## src/sv/sha256_pkg.sv

```systemverilog
// shared constants and types of the sha-256 byte stream hasher
// round constants, initial hash values and the controller/datapath command and status bundles
// no dependencies
package sha256_pkg;

  localparam int HashWords  = 8;
  localparam int BlockBytes = 64;
  localparam int Rounds     = 64;
  localparam int LenPos     = 56;
  localparam int FillW      = 7;
  localparam int MsgW       = 61;
  localparam logic [7:0] PadByte = 8'h80;

  localparam logic [31:0] RoundK [Rounds] = '{
    32'h428a2f98, 32'h71374491, 32'hb5c0fbcf, 32'he9b5dba5,
    32'h3956c25b, 32'h59f111f1, 32'h923f82a4, 32'hab1c5ed5,
    32'hd807aa98, 32'h12835b01, 32'h243185be, 32'h550c7dc3,
    32'h72be5d74, 32'h80deb1fe, 32'h9bdc06a7, 32'hc19bf174,
    32'he49b69c1, 32'hefbe4786, 32'h0fc19dc6, 32'h240ca1cc,
    32'h2de92c6f, 32'h4a7484aa, 32'h5cb0a9dc, 32'h76f988da,
    32'h983e5152, 32'ha831c66d, 32'hb00327c8, 32'hbf597fc7,
    32'hc6e00bf3, 32'hd5a79147, 32'h06ca6351, 32'h14292967,
    32'h27b70a85, 32'h2e1b2138, 32'h4d2c6dfc, 32'h53380d13,
    32'h650a7354, 32'h766a0abb, 32'h81c2c92e, 32'h92722c85,
    32'ha2bfe8a1, 32'ha81a664b, 32'hc24b8b70, 32'hc76c51a3,
    32'hd192e819, 32'hd6990624, 32'hf40e3585, 32'h106aa070,
    32'h19a4c116, 32'h1e376c08, 32'h2748774c, 32'h34b0bcb5,
    32'h391c0cb3, 32'h4ed8aa4a, 32'h5b9cca4f, 32'h682e6ff3,
    32'h748f82ee, 32'h78a5636f, 32'h84c87814, 32'h8cc70208,
    32'h90befffa, 32'ha4506ceb, 32'hbef9a3f7, 32'hc67178f2
  };

  localparam logic [31:0] InitH [HashWords] = '{
    32'h6a09e667, 32'hbb67ae85, 32'h3c6ef372, 32'ha54ff53a,
    32'h510e527f, 32'h9b05688c, 32'h1f83d9ab, 32'h5be0cd19
  };

  typedef struct packed {
    logic       absorb;
    logic       pad80;
    logic       pad_zero;
    logic       pad_len;
    logic       start;
    logic       round_en;
    logic [5:0] round;
    logic       update;
    logic       restart;
    logic [2:0] word;
  } sha256_cmd_t;

  typedef struct packed {
    logic fill_is_63;
    logic fill_is_56;
    logic fill_is_64;
  } sha256_sts_t;

endpackage

```

## src/sv/sha256_in_if.sv

```systemverilog
// input channel of the hasher: one optional message byte and an end mark per item
// no dependencies
interface sha256_in_if;
  logic       valid;
  logic       ready;
  logic [7:0] data_byte;
  logic       byte_present;
  logic       msg_end;

  modport source (output valid, data_byte, byte_present, msg_end, input ready);
  modport sink (input valid, data_byte, byte_present, msg_end, output ready);
endinterface

```

## src/sv/sha256_out_if.sv

```systemverilog
// output channel of the hasher: one digest word per item
// no dependencies
interface sha256_out_if;
  logic        valid;
  logic        ready;
  logic [31:0] digest_word;
  logic [2:0]  word_number;
  logic        final_word;

  modport source (output valid, digest_word, word_number, final_word, input ready);
  modport sink (input valid, digest_word, word_number, final_word, output ready);
endinterface

```

## src/sv/sha256_dp.sv

```systemverilog
// datapath: block shift register, message schedule window, round unit and chaining words
// depends on sha256_pkg
module sha256_dp (
  input  logic                   clk,
  input  logic                   rst,
  input  sha256_pkg::sha256_cmd_t cmd,
  input  logic [7:0]             data_byte,
  output sha256_pkg::sha256_sts_t sts,
  output logic [31:0]            digest_word
);
  import sha256_pkg::*;

  function automatic logic [31:0] rotr(input logic [31:0] x, input int n);
    rotr = (x >> n) | (x << (32 - n));
  endfunction

  // byte 0 of the block ends up in the top bits; top word is w[t] during rounds
  logic [8*BlockBytes-1:0] blk;
  logic [FillW-1:0]        fill;
  logic [MsgW-1:0]         msg_bytes;
  logic [31:0]             h [HashWords];
  logic [31:0]             v [HashWords];

  logic [31:0] w0, w1, w9, w14, w_new;
  logic [31:0] s0, s1, ss0, ss1, ch, maj, t1, t2;

  always_comb begin
    w0    = blk[511:480];
    w1    = blk[479:448];
    w9    = blk[223:192];
    w14   = blk[63:32];
    s0    = rotr(w1, 7) ^ rotr(w1, 18) ^ (w1 >> 3);
    s1    = rotr(w14, 17) ^ rotr(w14, 19) ^ (w14 >> 10);
    w_new = w0 + s0 + w9 + s1;
    ss1   = rotr(v[4], 6) ^ rotr(v[4], 11) ^ rotr(v[4], 25);
    ss0   = rotr(v[0], 2) ^ rotr(v[0], 13) ^ rotr(v[0], 22);
    ch    = (v[4] & v[5]) ^ (~v[4] & v[6]);
    maj   = (v[0] & v[1]) ^ (v[0] & v[2]) ^ (v[1] & v[2]);
    t1    = v[7] + ss1 + ch + RoundK[cmd.round] + w0;
    t2    = ss0 + maj;
  end

  assign sts.fill_is_63 = (fill == FillW'(BlockBytes - 1));
  assign sts.fill_is_56 = (fill == FillW'(LenPos));
  assign sts.fill_is_64 = (fill == FillW'(BlockBytes));
  assign digest_word    = h[cmd.word];

  always_ff @(posedge clk) begin
    if (cmd.absorb) begin
      blk <= {blk[8*BlockBytes-9:0], data_byte};
    end else if (cmd.pad80) begin
      blk <= {blk[8*BlockBytes-9:0], PadByte};
    end else if (cmd.pad_zero) begin
      blk <= {blk[8*BlockBytes-9:0], 8'h00};
    end else if (cmd.pad_len) begin
      blk <= {blk[8*BlockBytes-65:0], msg_bytes, 3'b000};
    end else if (cmd.round_en) begin
      blk <= {blk[8*BlockBytes-33:0], w_new};
    end

    if (cmd.start) begin
      for (int i = 0; i < HashWords; i++) begin
        v[i] <= h[i];
      end
    end else if (cmd.round_en) begin
      v[7] <= v[6];
      v[6] <= v[5];
      v[5] <= v[4];
      v[4] <= v[3] + t1;
      v[3] <= v[2];
      v[2] <= v[1];
      v[1] <= v[0];
      v[0] <= t1 + t2;
    end

    if (rst) begin
      fill      <= '0;
      msg_bytes <= '0;
      for (int i = 0; i < HashWords; i++) begin
        h[i] <= InitH[i];
      end
    end else begin
      if (cmd.absorb || cmd.pad80 || cmd.pad_zero) begin
        fill <= fill + FillW'(1);
      end else if (cmd.pad_len) begin
        fill <= fill + FillW'(8);
      end else if (cmd.update || cmd.restart) begin
        fill <= '0;
      end

      if (cmd.absorb) begin
        msg_bytes <= msg_bytes + MsgW'(1);
      end else if (cmd.restart) begin
        msg_bytes <= '0;
      end

      if (cmd.restart) begin
        for (int i = 0; i < HashWords; i++) begin
          h[i] <= InitH[i];
        end
      end else if (cmd.update) begin
        for (int i = 0; i < HashWords; i++) begin
          h[i] <= h[i] + v[i];
        end
      end
    end
  end

endmodule

```

## src/sv/sha256_ctrl.sv

```systemverilog
// controller: byte intake, padding sequence, round count and digest word output
// depends on sha256_pkg
module sha256_ctrl (
  input  logic                    clk,
  input  logic                    rst,
  input  logic                    in_valid,
  output logic                    in_ready,
  input  logic                    byte_present,
  input  logic                    msg_end,
  output logic                    out_valid,
  input  logic                    out_ready,
  output logic [2:0]              word_number,
  output logic                    final_word,
  input  sha256_pkg::sha256_sts_t sts,
  output sha256_pkg::sha256_cmd_t cmd
);
  import sha256_pkg::*;

  typedef enum logic [2:0] {
    S_IDLE, S_PAD80, S_ZERO, S_LEN, S_ROUND, S_UPDATE, S_EMIT
  } state_t;

  state_t     state, state_next;
  state_t     ret, ret_next;
  logic [5:0] round, round_next;
  logic [2:0] word, word_next;
  logic       accept;

  assign in_ready    = (state == S_IDLE);
  assign out_valid   = (state == S_EMIT);
  assign word_number = word;
  assign final_word  = (word == 3'(HashWords - 1));
  assign accept      = in_valid && in_ready;

  always_comb begin
    state_next   = state;
    ret_next     = ret;
    round_next   = round;
    word_next    = word;
    cmd          = '0;
    cmd.round    = round;
    cmd.word     = word;
    case (state)
      S_IDLE: begin
        if (accept) begin
          cmd.absorb = byte_present;
          if (byte_present && sts.fill_is_63) begin
            cmd.start  = 1'b1;
            round_next = '0;
            ret_next   = msg_end ? S_PAD80 : S_IDLE;
            state_next = S_ROUND;
          end else if (msg_end) begin
            state_next = S_PAD80;
          end
        end
      end
      S_PAD80: begin
        cmd.pad80  = 1'b1;
        state_next = S_ZERO;
      end
      S_ZERO: begin
        // past the length slot the block is zero filled to the end and compressed
        if (sts.fill_is_56) begin
          state_next = S_LEN;
        end else if (sts.fill_is_64) begin
          cmd.start  = 1'b1;
          round_next = '0;
          ret_next   = S_ZERO;
          state_next = S_ROUND;
        end else begin
          cmd.pad_zero = 1'b1;
        end
      end
      S_LEN: begin
        cmd.pad_len = 1'b1;
        cmd.start   = 1'b1;
        round_next  = '0;
        ret_next    = S_EMIT;
        state_next  = S_ROUND;
      end
      S_ROUND: begin
        cmd.round_en = 1'b1;
        round_next   = round + 6'd1;
        if (round == 6'(Rounds - 1)) begin
          state_next = S_UPDATE;
        end
      end
      S_UPDATE: begin
        cmd.update = 1'b1;
        state_next = ret;
      end
      S_EMIT: begin
        if (out_ready) begin
          word_next = word + 3'd1;
          if (final_word) begin
            cmd.restart = 1'b1;
            state_next  = S_IDLE;
          end
        end
      end
      default: begin
        state_next = S_IDLE;
      end
    endcase
  end

  always_ff @(posedge clk) begin
    if (rst) begin
      state <= S_IDLE;
      ret   <= S_IDLE;
      round <= '0;
      word  <= '0;
    end else begin
      state <= state_next;
      ret   <= ret_next;
      round <= round_next;
      word  <= word_next;
    end
  end

endmodule

```

## src/sv/sha256_byte_stream_hasher.sv

```systemverilog
// byte items are taken while idle; a full block then holds intake for 64 rounds and one chain update
// end of message: 0x80 byte, zero pad bytes, length, then the rounds and chain update per final
// block (a zero-filled block first if the length slot is passed), then eight digest items, one per
// cycle while taken; intake is held while a block is compressed by the single round unit
// reset: synchronous; chaining words to the initial hash values, counters to zero,
// block buffer is not cleared
module sha256_byte_stream_hasher (
  input  logic         clk,
  input  logic         rst,
  sha256_in_if.sink    msg_in,
  sha256_out_if.source digest_out
);
  import sha256_pkg::*;

  sha256_cmd_t cmd;
  sha256_sts_t sts;

  sha256_ctrl u_ctrl (
    .clk          (clk),
    .rst          (rst),
    .in_valid     (msg_in.valid),
    .in_ready     (msg_in.ready),
    .byte_present (msg_in.byte_present),
    .msg_end      (msg_in.msg_end),
    .out_valid    (digest_out.valid),
    .out_ready    (digest_out.ready),
    .word_number  (digest_out.word_number),
    .final_word   (digest_out.final_word),
    .sts          (sts),
    .cmd          (cmd)
  );

  sha256_dp u_dp (
    .clk         (clk),
    .rst         (rst),
    .cmd         (cmd),
    .data_byte   (msg_in.data_byte),
    .sts         (sts),
    .digest_word (digest_out.digest_word)
  );

`ifndef NO_ASSERTIONS
  // intake stops while a digest is being handed out
  a_no_overlap: assert property (@(posedge clk) disable iff (rst)
    !(digest_out.valid && msg_in.ready))
    else $error("input taken while digest pending");

  // digest words leave in order
  a_word_order: assert property (@(posedge clk) disable iff (rst)
    (digest_out.valid && digest_out.ready && !digest_out.final_word) |=>
    (digest_out.valid && digest_out.word_number == 3'($past(digest_out.word_number) + 3'd1)))
    else $error("digest word out of order");

  // after the last word the block returns to intake
  a_back_to_idle: assert property (@(posedge clk) disable iff (rst)
    (digest_out.valid && digest_out.ready && digest_out.final_word) |=>
    (!digest_out.valid && msg_in.ready && digest_out.word_number == 3'd0))
    else $error("no return to intake after digest");
`endif

endmodule
```

## src/flat_wrapper.sv

```systemverilog
// flat-port wrapper written by rule: the top's interface ports become plain ports
module sha256_byte_stream_hasher_flat import sha256_pkg::*;
  (clk, rst, msg_in_valid, msg_in_data_byte, msg_in_byte_present, msg_in_msg_end, msg_in_ready, digest_out_valid, digest_out_digest_word, digest_out_word_number, digest_out_final_word, digest_out_ready);
  sha256_in_if msg_in_i ();
  sha256_out_if digest_out_i ();
  input  logic clk;
  input  logic rst;
  input wire logic [$bits(msg_in_i.valid)-1:0] msg_in_valid;
  input wire logic [$bits(msg_in_i.data_byte)-1:0] msg_in_data_byte;
  input wire logic [$bits(msg_in_i.byte_present)-1:0] msg_in_byte_present;
  input wire logic [$bits(msg_in_i.msg_end)-1:0] msg_in_msg_end;
  output wire logic [$bits(msg_in_i.ready)-1:0] msg_in_ready;
  output wire logic [$bits(digest_out_i.valid)-1:0] digest_out_valid;
  output wire logic [$bits(digest_out_i.digest_word)-1:0] digest_out_digest_word;
  output wire logic [$bits(digest_out_i.word_number)-1:0] digest_out_word_number;
  output wire logic [$bits(digest_out_i.final_word)-1:0] digest_out_final_word;
  input wire logic [$bits(digest_out_i.ready)-1:0] digest_out_ready;
  assign msg_in_i.valid = msg_in_valid;
  assign msg_in_i.data_byte = msg_in_data_byte;
  assign msg_in_i.byte_present = msg_in_byte_present;
  assign msg_in_i.msg_end = msg_in_msg_end;
  assign msg_in_ready = msg_in_i.ready;
  assign digest_out_valid = digest_out_i.valid;
  assign digest_out_digest_word = digest_out_i.digest_word;
  assign digest_out_word_number = digest_out_i.word_number;
  assign digest_out_final_word = digest_out_i.final_word;
  assign digest_out_i.ready = digest_out_ready;
  sha256_byte_stream_hasher u_core (.clk(clk), .rst(rst), .msg_in(msg_in_i), .digest_out(digest_out_i));
endmodule
```

## config.mk

```make
export PLATFORM = sky130hd
export DESIGN_NAME = sha256_byte_stream_hasher_flat
export DESIGN_NICKNAME = d
export VERILOG_FILES = /design/src/sv/sha256_pkg.sv /design/src/sv/sha256_in_if.sv /design/src/sv/sha256_out_if.sv /design/src/sv/sha256_dp.sv /design/src/sv/sha256_ctrl.sv /design/src/sv/sha256_byte_stream_hasher.sv /design/src/flat_wrapper.sv
export SDC_FILE = /design/constraint.sdc
export NUM_CORES = 2
export LEC_CHECK = 0
export BUFFER_PORTS_ARGS = -buffer_cell sky130_fd_sc_hd__buf_4
export CAP_MARGIN = 20
export CORE_ASPECT_RATIO = 1.25
export CORE_UTILIZATION = 45
export DETAILED_ROUTE_END_ITERATION = 10
export PLACE_DENSITY = 0.68
export SLEW_MARGIN = 20
export SYNTH_ARGS = -nofsm -noshare
export SYNTH_HDL_FRONTEND = slang
export SYNTH_SLANG_ARGS = --single-unit
```

## constraint.sdc

```tcl
create_clock -name clk -period 17.2 [get_ports clk]
set_clock_uncertainty 0.1 [all_clocks]
set_input_delay 1.72 -clock clk [delete_from_list [all_inputs] [get_ports clk]]
set_output_delay 1.72 -clock clk [all_outputs]
set_load 0.05 [all_outputs]
```

==> results_dict.tcl <==
set metrics [dict create \
    fmax_mhz 95.8 \
    slowest_stage "ha_1" \
    wl_um 255000 \
    syn_to_final_growth_pct 8.23 \
    netlist_instances 8131 \
    clk_pin_slew_worst_paths_ns 0.06 \
    dpl_cell_area_um2 78300 \
    finalCriticalPeriod_ns 10.44 \
    drv_slew 0 \
    regArea_um2 32200 \
    cts_root_buffer "clkbuf_16" \
    fp.dieW_um 370 \
    cts_tree "built" \
    initial_core_util_pct 45.3 \
    multi_input_area_um2 40800 \
    io_pins 52 \
    synth.area.top_cells "edfxtp_1, ha_1, nor2_1" \
    crit_required_ns 17.61 \
    r2r_slack_ns 6.76 \
    yosys.area_share.simple_pct 15.9 \
    htree_levels 4 \
    timing.rr.end "u_core.u_dp.v[0][27]$_DFFE_PP_" \
    cts_setup_buffers 0 \
    hold_path_class "flip-flop to flip-flop" \
    rows 168 \
    yosys_warnings 0 \
    globalplace.congestion 0.974 \
    synth-xor-area-share_pct 6.53 \
    report.final.hold_viol_count 0 \
    final_common_cell "nor2_1" \
    portBuffers 51 \
    crit_buf_inv 6 \
    min_to "u_core.u_ctrl.ret[0]$_SDFFE_PP0P_" \
    drt_iter0_drc 5788 \
    setup_violations 0 \
    core_um2 168000 \
    yosysUniqueCellTypes 90 \
    dp_hpwl_um 187000 \
    drive_gt1_share_pct 6.59 \
    cts.sinks 1110 \
    synth_fa_ha_area_share_pct 11.9 \
    criticalPathCategory "flip-flop to flip-flop" \
    wl_per_cell_um 24.9 \
    crit_start "u_core.u_ctrl.round[0]$_SDFFE_PP0P_" \
    fin_nets 8514 \
    drc 0 \
    max_stage_delay_ns 0.71 \
    relSlewSlack_pct 14.9 \
    outcome "complete, no violations" \
    vias 62500 \
    tns_ns 0 \
    grt_use_total_pct 29.3 \
    num-fill-cells 15300 \
    synth_mux_area_share_pct 3.21 \
    holdBufCountCts 0 \
    worst_slew_pin_slew_ns 1.28 \
    syn_avg_cell_area_um2 9.37 \
    yosys.area.top_type "edfxtp_1" \
    cts_max_path_buffers 3 \
    synth.top_cell.area_share_pct 39.1 \
    rsz0062_at_grt "no" \
    synth_top_family_by_area "compound AO/OA/AOI/OAI gates" \
    mostFrequentLayoutCells "nor2_1, nand2_1, edfxtp_1, o22ai_1, a21oi_1" \
    grt_max_degree 245 \
    critPathCaptureType "flip-flop" \
    async_flop_share_pct 0 \
    grt_pass1_vias 61200 \
    antenna_found_initial 3 \
    clkLatencyLatePin_ns 0.81 \
    synth_enable_flop_cells 992 \
    cap_violations 0 \
    synth_ff_type "edfxtp_1" \
    worstSetupStartpointType "flip-flop" \
    hold-path-cell-count 2 \
    synthesis.area_um2 76200 \
    critPathTopFamily "compound AO/OA/AOI/OAI gates" \
    period_share_pct 60.7 \
    die_y_um 462 \
    die-area_um2 171000 \
    cts_buffers 130 \
    synth_compound_area_share_pct 15.9 \
    p_leak_nw 31.1 \
    r2r_cells 34 \
    seq_area_frac_synth_pct 42.2 \
    ys_seq_elements 1110 \
    cellPowerDensity_nw_per_um2 203 \
    crit_path_max_fanout 30 \
    r2r-start "u_core.u_ctrl.round[0]$_SDFFE_PP0P_" \
    design_area_um2 82400 \
    worst_ep_arrival_time_ns 10.85 \
    irDropWorstVdd_uv 255 \
    dr.pass1.iters 6 \
    grt_pass1_wl_um 379000 \
    final_antenna_net_count 0 \
    hold_start "u_core.u_ctrl.ret[0]$_SDFFE_PP0P_" \
    cts_resized 0 \
    viasPerCell 6.11 \
    p_total_mw 16.7 \
    gr-total-overflow 0 \
    syn_nets 8736 \
]
[worst max-delay path by stage]
stage,end,cells past startpoint
finish,u_core.u_dp.v[0][27]$_DFFE_PP_,34
global route,u_core.u_dp.v[0][30]$_DFFE_PP_,33
CTS,u_core.u_dp.v[0][27]$_DFFE_PP_,34
detailed placement,u_core.u_dp.v[0][27]$_DFFE_PP_,34
global placement,u_core.u_dp.v[0][27]$_DFFE_PP_,34
floorplan,u_core.u_dp.blk[0]$_DFFE_PP_,6
[worst reg2reg max path, delay by kind of cell, from the launching register on]
family	cells	cell delay, ns
compound gates	13	3.37
fa+ha+maj	7	3.32
simple gates	6	1.70
buf+inv	6	1.00
flops	1	0.31
xor+xnor	2	0.36
[power breakdown]
group / leakage (nW) / switching, mW / internal, mW
logic: 19.2 / 5.97 / 3.88
clock network: 2.03 / 1.18 / 1.56
registers: 9.92 / 0.524 / 3.62
[state kept, by name (all words and copies together) (netlist names), named ones only]
signal,count
u_core.u_dp.blk,512
u_core.u_dp.fill,7
u_core.u_ctrl.state,3
u_core.u_dp.v,256
u_core.u_ctrl.ret,3
u_core.u_dp.h,256
u_core.u_dp.msg_bytes,61
u_core.u_ctrl.word_number,3
u_core.u_ctrl.round,6
[metrics by stage]
step / utilization (%) / worst slack (ns) / cells / hold slack (ns)
3_5_place_dp: 46.6 / 6.85 / 9986 / 0.385
3_3_place_gp: 46.6 / 6.77 / 9985 / 0.363
2_1_floorplan: - / 2.33 / 8131 / 0.348
6_report: 49.1 / 6.76 / 10200 / 0.400
5_1_grt: 49.1 / 6.25 / 10200 / 0.421
4_1_cts: 49.1 / 6.83 / 10200 / 0.400
[area by class of cell]
| cell class | instances | area share [%] |
|---|---|---|
| repair buffers | 140 | 1.34 |
| inverters | 384 | 1.76 |
| clock inverters | 62 | 0.615 |
| diodes | 3 | 0.00911 |
| well taps | 2210 | 3.35 |
| clock buffers | 177 | 4.40 |
| flip-flops and latches | 1110 | 39.0 |
| multi-input cells | 6143 | 49.5 |
[cells in the mapped netlist (25+ instances only)]
cell      count
nor2_1     1239
nand2_1    1060
edfxtp_1    992
o22ai_1     487
clkbuf_1    457
a21oi_1     446
ha_1        396
inv_1       382
xnor2_1     354
o21ai_0     340
xor2_1      211
fa_1        195
a21o_1      172
nand3_1     128
dfxtp_1     118
nor3_1       89
nand2b_1     74
mux4_2       72
o21a_1       69
a211oi_1     58
mux2_2       55
a31oi_1      53
nor2b_1      52
and3_1       44
or3_1        43
o211ai_1     41
nand4_1      36
o21bai_1     35
buf_1        33
o31ai_1      32
or2_2        25
[layer usage]
layer	global-route usage (%)	wire length [µm]	up-vias
li1	-	-	28500
met5	0	13	-
met4	19.9	19200	2
met2	50.6	126000	2589
met3	4.03	16100	621
met1	33.8	94200	30700
[kinds of logic after synthesis]
| kind of cell | Yosys count |
|---|---|
| adder cells (fa/ha/maj) | 613 |
| AND/OR/NAND/NOR | 2880 |
| AO/OA/AOI/OAI | 1937 |
| flip-flops | 1110 |
| XOR/XNOR | 566 |
| buffers and inverters | 878 |
| multiplexers | 147 |
Note: power is estimated with default switching activity, not from simulation.
